===== src/hw/rtl/pcls_pkg.sv =====
// Shared types for the per-channel latency statistics block.
// Transaction payload structs, request codes and controller states.
// No dependencies.
`timescale 1ns / 1ps
`default_nettype none

package pcls_pkg;

  localparam int unsigned CntW = 32;
  localparam int unsigned DelayW = 32;
  localparam int unsigned ChanW = 4;
  localparam logic [CntW-1:0] CntMax = '1;

  typedef enum logic [1:0] {
    REQ_PRODUCED = 2'd0,
    REQ_CONSUMED = 2'd1,
    REQ_READ     = 2'd2
  } req_e;

  typedef enum logic [1:0] {
    ST_IDLE,
    ST_READ,
    ST_DIV,
    ST_DONE
  } state_e;

  typedef struct packed {
    req_e               req_type;
    logic [ChanW-1:0]   channel;
    logic [DelayW-1:0]  delay;
  } pcls_in_t;

  typedef struct packed {
    logic [ChanW-1:0]   out_channel;
    logic [CntW-1:0]    made_count;
    logic [CntW-1:0]    eaten_count;
    logic               has_delay;
    logic [DelayW-1:0]  shortest_delay;
    logic [DelayW-1:0]  mean_delay;
    logic [DelayW-1:0]  longest_delay;
    logic               mismatch;
  } pcls_out_t;

endpackage

`default_nettype wire


===== src/hw/rtl/pcls_ram.sv =====
// Generic single-port-write, single-port-read synchronous RAM.
// Read data registered; it appears in the cycle after the read enable. No dependencies.
`timescale 1ns / 1ps
`default_nettype none

module pcls_ram #(
  parameter int unsigned WIDTH = 8,
  parameter int unsigned DEPTH = 16,
  parameter int unsigned AW    = 4
) (
  input  wire logic             clk_i,
  input  wire logic             we_i,
  input  wire logic [AW-1:0]    waddr_i,
  input  wire logic [WIDTH-1:0] wdata_i,
  input  wire logic             re_i,
  input  wire logic [AW-1:0]    raddr_i,
  output logic      [WIDTH-1:0] rdata_o
);

  logic [WIDTH-1:0] mem_q [DEPTH];
  logic [WIDTH-1:0] rdata_q;

  always_ff @(posedge clk_i) begin
    if (we_i) begin
      mem_q[waddr_i] <= wdata_i;
    end
    if (re_i) begin
      rdata_q <= mem_q[raddr_i];
    end
  end

  assign rdata_o = rdata_q;

endmodule

`default_nettype wire


===== src/hw/rtl/pcls_div.sv =====
// Restoring unsigned divider, one quotient bit per cycle.
// Dividend DW bits, divisor VW bits (nonzero). No dependencies.
`timescale 1ns / 1ps
`default_nettype none

module pcls_div #(
  parameter int unsigned DW = 48,
  parameter int unsigned VW = 32
) (
  input  wire logic          clk_i,
  input  wire logic          rst_ni,
  input  wire logic          start_i,
  input  wire logic [DW-1:0] dividend_i,
  input  wire logic [VW-1:0] divisor_i,
  output logic               done_o,
  output logic      [DW-1:0] quotient_o
);

  localparam int unsigned CW = (DW > 1) ? $clog2(DW) : 1;

  logic          busy_q, busy_d;
  logic          done_q, done_d;
  logic [CW-1:0] cnt_q, cnt_d;
  logic [DW-1:0] quo_q, quo_d;
  logic [VW-1:0] rem_q, rem_d;
  logic [VW-1:0] den_q, den_d;
  logic [VW:0]   rem_sh;
  logic          fits;

  always_comb begin
    rem_sh = {rem_q, quo_q[DW-1]};
    fits   = rem_sh >= {1'b0, den_q};
    busy_d = busy_q;
    done_d = 1'b0;
    cnt_d  = cnt_q;
    quo_d  = quo_q;
    rem_d  = rem_q;
    den_d  = den_q;
    if (start_i) begin
      busy_d = 1'b1;
      cnt_d  = CW'(DW - 1);
      quo_d  = dividend_i;
      rem_d  = '0;
      den_d  = divisor_i;
    end else if (busy_q) begin
      rem_d = fits ? VW'(rem_sh - {1'b0, den_q}) : rem_sh[VW-1:0];
      quo_d = {quo_q[DW-2:0], fits};
      cnt_d = cnt_q - 1'b1;
      if (cnt_q == '0) begin
        busy_d = 1'b0;
        done_d = 1'b1;
      end
    end
  end

  always_ff @(posedge clk_i or negedge rst_ni) begin
    if (!rst_ni) begin
      busy_q <= 1'b0;
      done_q <= 1'b0;
      cnt_q  <= '0;
    end else begin
      busy_q <= busy_d;
      done_q <= done_d;
      cnt_q  <= cnt_d;
    end
  end

  always_ff @(posedge clk_i) begin
    quo_q <= quo_d;
    rem_q <= rem_d;
    den_q <= den_d;
  end

  assign done_o     = done_q;
  assign quotient_o = quo_q;

endmodule

`default_nettype wire


===== src/hw/rtl/per_channel_latency_stats.sv =====
// Per-channel latency statistics: top level, controller and update datapath.
// Depends on pcls_pkg, pcls_ram, pcls_div.
//
//  channel | signals                          | carries
//  --------+----------------------------------+---------------------------------
//  in      | in_valid_i, in_ready_o, in_data_i  | request: type, channel, delay
//  out     | out_valid_o, out_ready_i, out_data_o | updated entry, mismatch flag
//
// One transaction at a time. Produced, read and first-sample consumed requests
// pass through accept, RAM read and write back. A later consumed request adds
// the mean divider between RAM read and write back. Reset clears per-entry
// valid bits at once; an invalid entry reads as zero, so no clearing pass is
// needed. A new request is taken while a result waits in the output register;
// write back stalls only if that register is still full.
`timescale 1ns / 1ps
`default_nettype none

module per_channel_latency_stats
  import pcls_pkg::*;
#(
  parameter int unsigned CHANNELS           = 16,
  parameter int unsigned MEAN_FRACTION_BITS = 16
) (
  input  wire logic      clk_i,
  input  wire logic      rst_ni,
  input  wire logic      in_valid_i,
  output logic           in_ready_o,
  input  wire pcls_in_t  in_data_i,
  output logic           out_valid_o,
  input  wire logic      out_ready_i,
  output pcls_out_t      out_data_o
);

  localparam int unsigned MeanW  = DelayW + MEAN_FRACTION_BITS;
  localparam int unsigned EntryW = 2 * CntW + 2 * DelayW + MeanW;
  localparam int unsigned AW     = (CHANNELS > 1) ? $clog2(CHANNELS) : 1;

  // FSM
  state_e state_q, state_d;
  logic   in_fire, div_start, div_done, ram_we, out_load, out_free;

  // working copy of the addressed entry
  pcls_in_t          req_q;
  logic [AW-1:0]     idx_q;
  logic              oor_q;
  logic              neg_q;
  logic [CntW-1:0]   made_q, made_d;
  logic [CntW-1:0]   eaten_q, eaten_d;
  logic [DelayW-1:0] min_q, min_d;
  logic [DelayW-1:0] max_q, max_d;
  logic [MeanW-1:0]  mean_q, mean_d;
  logic              neg_d;
  logic [MeanW-1:0]  diff;
  logic [MeanW-1:0]  quot;
  logic              need_div;

  // storage
  logic [CHANNELS-1:0] valid_q;
  logic [EntryW-1:0]   ram_rdata, rd_entry, ram_wdata;
  logic [AW-1:0]       in_idx;
  logic                in_range;

  // entry fields as read
  logic [CntW-1:0]   rd_made, rd_eaten;
  logic [DelayW-1:0] rd_min, rd_max;
  logic [MeanW-1:0]  rd_mean, sample;

  // output register
  logic      out_valid_q;
  pcls_out_t out_q, out_d;

  assign in_fire  = in_valid_i && in_ready_o;
  assign in_idx   = AW'(in_data_i.channel);
  assign in_range = 32'(in_data_i.channel) < 32'(CHANNELS);
  assign out_free = !out_valid_q || out_ready_i;

  // ---------------- controller ----------------
  always_comb begin
    state_d    = state_q;
    in_ready_o = 1'b0;
    div_start  = 1'b0;
    ram_we     = 1'b0;
    out_load   = 1'b0;
    unique case (state_q)
      ST_IDLE: begin
        in_ready_o = 1'b1;
        if (in_valid_i) begin
          state_d = ST_READ;
        end
      end
      ST_READ: begin
        if (oor_q) begin
          state_d = ST_DONE;
        end else if (need_div) begin
          div_start = 1'b1;
          state_d   = ST_DIV;
        end else begin
          state_d = ST_DONE;
        end
      end
      ST_DIV: begin
        if (div_done) begin
          state_d = ST_DONE;
        end
      end
      ST_DONE: begin
        if (out_free) begin
          out_load = 1'b1;
          ram_we   = !oor_q;
          state_d  = ST_IDLE;
        end
      end
      default: state_d = ST_IDLE;
    endcase
  end

  always_ff @(posedge clk_i or negedge rst_ni) begin
    if (!rst_ni) begin
      state_q <= ST_IDLE;
    end else begin
      state_q <= state_d;
    end
  end

  // ---------------- entry store ----------------
  pcls_ram #(
    .WIDTH (EntryW),
    .DEPTH (CHANNELS),
    .AW    (AW)
  ) u_ram (
    .clk_i   (clk_i),
    .we_i    (ram_we),
    .waddr_i (idx_q),
    .wdata_i (ram_wdata),
    .re_i    (in_fire),
    .raddr_i (in_idx),
    .rdata_o (ram_rdata)
  );

  // entries never written read as zero
  always_ff @(posedge clk_i or negedge rst_ni) begin
    if (!rst_ni) begin
      valid_q <= '0;
    end else if (ram_we) begin
      valid_q[idx_q] <= 1'b1;
    end
  end

  assign rd_entry  = valid_q[idx_q] ? ram_rdata : '0;
  assign rd_made   = rd_entry[EntryW-1 -: CntW];
  assign rd_eaten  = rd_entry[EntryW-CntW-1 -: CntW];
  assign rd_min    = rd_entry[MeanW+2*DelayW-1 -: DelayW];
  assign rd_max    = rd_entry[MeanW+DelayW-1 -: DelayW];
  assign rd_mean   = rd_entry[MeanW-1:0];
  assign ram_wdata = {made_q, eaten_q, min_q, max_q, mean_q};
  assign sample    = MeanW'(req_q.delay) << MEAN_FRACTION_BITS;

  // ---------------- update datapath ----------------
  pcls_div #(
    .DW (MeanW),
    .VW (CntW)
  ) u_div (
    .clk_i      (clk_i),
    .rst_ni     (rst_ni),
    .start_i    (div_start),
    .dividend_i (diff),
    .divisor_i  (eaten_d),
    .done_o     (div_done),
    .quotient_o (quot)
  );

  always_comb begin
    made_d   = made_q;
    eaten_d  = eaten_q;
    min_d    = min_q;
    max_d    = max_q;
    mean_d   = mean_q;
    neg_d    = neg_q;
    diff     = '0;
    need_div = 1'b0;
    if (state_q == ST_READ) begin
      made_d  = rd_made;
      eaten_d = rd_eaten;
      min_d   = rd_min;
      max_d   = rd_max;
      mean_d  = rd_mean;
      unique case (req_q.req_type)
        REQ_PRODUCED: begin
          if (rd_made != CntMax) begin
            made_d = rd_made + 1'b1;
          end
        end
        REQ_CONSUMED: begin
          if (rd_eaten != CntMax) begin
            eaten_d = rd_eaten + 1'b1;
          end
          if (eaten_d == CntW'(1)) begin
            // first sample seeds all three statistics
            min_d  = req_q.delay;
            max_d  = req_q.delay;
            mean_d = sample;
          end else begin
            if (req_q.delay < rd_min) begin
              min_d = req_q.delay;
            end
            if (req_q.delay > rd_max) begin
              max_d = req_q.delay;
            end
            neg_d    = sample < rd_mean;
            diff     = neg_d ? rd_mean - sample : sample - rd_mean;
            need_div = 1'b1;
          end
        end
        default: ;  // read, or unused code treated as read
      endcase
    end else if (state_q == ST_DIV && div_done) begin
      // truncation toward zero on the magnitude
      mean_d = neg_q ? mean_q - quot : mean_q + quot;
    end
  end

  always_ff @(posedge clk_i) begin
    if (in_fire) begin
      req_q <= in_data_i;
      idx_q <= in_idx;
      oor_q <= !in_range;
    end
    made_q  <= made_d;
    eaten_q <= eaten_d;
    min_q   <= min_d;
    max_q   <= max_d;
    mean_q  <= mean_d;
    neg_q   <= neg_d;
  end

  // ---------------- result register ----------------
  always_comb begin
    out_d             = '0;
    out_d.out_channel = req_q.channel;
    if (!oor_q) begin
      out_d.made_count  = made_q;
      out_d.eaten_count = eaten_q;
      out_d.mismatch    = made_q != eaten_q;
      if (eaten_q != '0) begin
        out_d.has_delay      = 1'b1;
        out_d.shortest_delay = min_q;
        out_d.mean_delay     = mean_q[MeanW-1:MEAN_FRACTION_BITS];
        out_d.longest_delay  = max_q;
      end
    end
  end

  always_ff @(posedge clk_i or negedge rst_ni) begin
    if (!rst_ni) begin
      out_valid_q <= 1'b0;
    end else if (out_load) begin
      out_valid_q <= 1'b1;
    end else if (out_ready_i) begin
      out_valid_q <= 1'b0;
    end
  end

  always_ff @(posedge clk_i) begin
    if (out_load) begin
      out_q <= out_d;
    end
  end

  assign out_valid_o = out_valid_q;
  assign out_data_o  = out_q;

endmodule

`default_nettype wire


===== config.mk =====
export PLATFORM = sky130hd
export DESIGN_NAME = per_channel_latency_stats
export DESIGN_NICKNAME = d
export VERILOG_FILES = /design/src/hw/rtl/pcls_pkg.sv /design/src/hw/rtl/pcls_ram.sv /design/src/hw/rtl/pcls_div.sv /design/src/hw/rtl/per_channel_latency_stats.sv
export SDC_FILE = /design/constraint.sdc
export NUM_CORES = 2
export LEC_CHECK = 0
export BUFFER_PORTS_ARGS = -buffer_cell sky130_fd_sc_hd__buf_2
export CAP_MARGIN = 10
export CORE_UTILIZATION = 40
export CTS_CLUSTER_DIAMETER = 200
export DETAILED_ROUTE_END_ITERATION = 16
export GPL_ROUTABILITY_DRIVEN = 0
export PLACE_DENSITY = 0.63
export SLEW_MARGIN = 5
export SYNTH_ARGS = -nofsm -noshare
export SYNTH_HDL_FRONTEND = slang
export SYNTH_SLANG_ARGS = --single-unit

===== constraint.sdc =====
create_clock -name clk_i -period 49.7 [get_ports clk_i]
set_input_delay 7.455 -clock clk_i [delete_from_list [all_inputs] [get_ports clk_i]]
set_output_delay 7.455 -clock clk_i [all_outputs]
set_load 0.05 [all_outputs]

==> run metrics <==
status finished, violations left; failing checks DRC; maximum VDD drop a little under 0.03 mV; leading cell type in the layout, fill and taps excluded edfxtp_1; crit path capture type register; final cycle utilization of the critical path 0.233; CP Data Required Time about 50 ns; CTS tree done; slew at the pin closest to its max-slew limit about 1.1 ns; GR Overflow Total 0; layout cells sized above 1 0.230; Worst Setup EP u_ram.rdata_o[86]; pre-CTS WS about 37 ns; Final WS setup 38.13 ns; die span in x 601 um; worst flop-to-flop path startpoint idx_q[0]; CP Launch Type input port; Syn Nets about 7.6k; Cell variety after synth 94; cells along the critical path buf_8 -> buf_4 -> buf_4 -> buf_4 -> buf_4 -> mux4_2 -> mux4_2; Die Y around 600 um; routed vias about 74k; number of port buffers roughly 210; synthesized instance count ~7.4k; Ports 210; GRT Total Usage 0.203; Avg Cell Area, Syn 19.4 um^2; Lkg Pwr ~54 nW; Finish-stage setup viols 0; Max Cap Viol 0; final instance area roughly 160000 um^2; clk buf depth 4; FF-to-FF setup slack between 40 and 50 ns; Skew-Pair Late Insertion Delay 0.94 ns; fmax around 86 MHz; ys flop type edfxtp_1; Rel. slew slack 0.233; Cell Rows ~220; EDFF count, synth roughly 3.4k; hold slack 0.471 ns; clock root buffer clkbuf_16; DRC viols 16; Crit path buffers/inverters 5; CP Depth 7; largest net degree at the start of global routing between 100 and 150; vias in the first global route 74.3k; leading cell types in the layout, fill and taps excluded edfxtp_1, mux4_2, clkbuf_16; Worst Path Arrival between 10 and 15 ns; Layout Area Growth over Synthesis 12.9%; crit-path max cell delay 0.86 ns; antenna violations before repair 15; Post-synth ARST share 0.00769; DR pass1 iterations 12; Synth Register Bits 3512; hold buffer count at CTS 0; crit-path max FO about 60; worst setup path class in -> reg; worst flop-to-flop path endpoint u_div.quotient_o[44]; detailed placement HPWL around 210000 um; post-DR vias/cell ~5.8; Core ar. roughly 360000 um^2; die footprint around 360000 um^2; Starting Density 0.402; routed wire length between 300000 and 400000 um; Reg2Reg Depth 22; Crit-path slowest cell buf_4; first-pass GRT wire length 536000 um; Finished Core Util 0.454; Yosys Warn Count 0; placed insts around 12k; post-route ant nets 0; count of non-filler cells in the finished layout 12.8k; Power Density roughly 37 nW/um^2; area post-placement around 150000 um^2; RSZ-0062 raised after global routing no; # H-tree levels 5; Final Hold Fails 0; # Post-CTS Setup Buffers 0; average wire per standard cell a little under 30 um; Worst Skew slightly below 0.09 ns; post-CTS resize count 0; sequential fraction of the synthesis area 0.731; Pwr Total between 5 and 6 mW; Critical Path Source in_data_i[32]; Num Clock Sinks 3512; Final Net Count between 8k and 9k; Slew Limit Fails 0; CP dominant cell by count buf_4; CTS buffer count approximately 350; Cell Area, Synth 143000 um^2; Detailed Route Iter0 Violations slightly above 9k; Sum Neg Setup Slack 0 ns; Min-Delay Path Class reg -> reg; Reg clk slew, reported paths ~0.060 ns; delay-heaviest family, CP buffers and inverters; crit path time final roughly 12 ns
[final cells by class]
cell class	count	area (um^2)
diodes	7	17.5
clock buffers	417	9190
clock inverters	213	2100
fillers	29870	194000
inverters	175	659
multi-input cells	3347	36700
flip-flops and latches	3512	105000
well taps	4751	5940
repair buffers	369	2470
[worst reg2reg max path, stage by stage, from the launching register on]
cell	delay (ns)
edfxtp_1	0.82
nor2b_1	0.23
a22oi_1	0.27
nand3_1	0.12
buf_4	0.26
nand2_4	0.06
buf_4	0.62
and2_1	0.30
ha_1	0.22
nand2_1	0.17
nor3_4	0.36
nand2_1	0.32
a21oi_1	0.51
xor2_1	0.20
o41ai_1	0.12
o2111ai_1	0.17
o41ai_2	0.19
a21oi_1	0.62
nand2_2	0.38
inv_4	0.36
buf_4	0.73
buf_4	0.67
mux2_2	0.45
[cell usage after synthesis (13+ instances only)]
cell type,number,share of area
edfxtp_1,3421,0.72
clkbuf_1,219,0.0057
o2bb2ai_1,27,0.0017
mux2i_1,132,0.0092
nand3_1,56,0.0020
nand2b_1,21,0.00092
o21ai_1,13,0.00045
o22ai_1,19,0.00083
or3_1,23,0.0010
xnor2_1,186,0.011
o211ai_1,23,0.0012
or2_2,26,0.0011
nor2_1,234,0.0061
nor3_1,61,0.0021
dfxtp_1,64,0.0089
dfrtp_1,27,0.0047
o21a_1,18,0.00094
a31oi_1,25,0.0011
nor4_1,29,0.0013
and3_1,35,0.0015
o21ai_0,107,0.0037
xor2_1,69,0.0042
nand4_1,59,0.0026
a211oi_1,30,0.0016
ha_1,221,0.019
buf_2,20,0.00070
a21oi_1,261,0.0091
buf_1,82,0.0021
inv_1,173,0.0045
mux4_2,867,0.14
nand2_1,316,0.0083
a21o_1,110,0.0058
nor2b_1,142,0.0062
and2_1,29,0.0013
o21bai_1,26,0.0014
[routing by layer]
metal | GRT usage | vias to the layer above | share of wire
met1 | 0.282 | 39568 | 0.41
met3 | 0.0261 | 606 | 0.071
li1 | - | 30764 | -
met5 | 0 | - | 0
met2 | 0.336 | 3162 | 0.49
met4 | 0.0638 | 0 | 0.032
[sequential cells by signal (all words and copies together), names as in the netlist, 2 cells and up]
register          count
u_ram.mem_q        2816
u_ram.rdata_o       176
out_data_o          166
mean_q               48
u_div.quotient_o     48
req_q                34
eaten_q              32
made_q               32
max_q                32
min_q                32
u_div.den_q          32
u_div.rem_q          32
valid_q              16
u_div.cnt_q           6
idx_q                 4
state_q               2
[power by group]
part	internal, mW	switching [mW]	total, mW
Sequential	3.20	0.00000000000000000211	3.20
Combinational	0.0654	0.0577	0.123
Clock	1.51	1.12	2.63
Total	4.78	1.18	5.96
[worst min-delay path by stage]
stage,cells after the start,slack (ns),from,end
2_1_floorplan,0,0.42,idx_q[1],out_data_o[163]
3_3_place_gp,1,0.45,valid_q[9],valid_q[9]
3_5_place_dp,1,0.45,valid_q[6],valid_q[6]
4_1_cts,1,0.47,valid_q[15],valid_q[15]
5_1_grt,1,0.49,valid_q[15],valid_q[15]
6_report,1,0.47,valid_q[6],valid_q[6]
[kinds of logic (layout without fill, tap and decap cells)]
group / after synthesis / count (layout) / share of synthesized area
flops: 3512 / 3512 / 0.731
simple gates: 1072 / 1072 / 0.0370
mux: 1028 / 1028 / 0.148
compound gates: 768 / 768 / 0.0350
buf+inv: 512 / 1174 / 0.0143
xor+xnor: 255 / 255 / 0.0156
fa+ha+maj: 224 / 224 / 0.0197
other cells: 0 / 7 / 0
(Power assumes the default switching activity.)
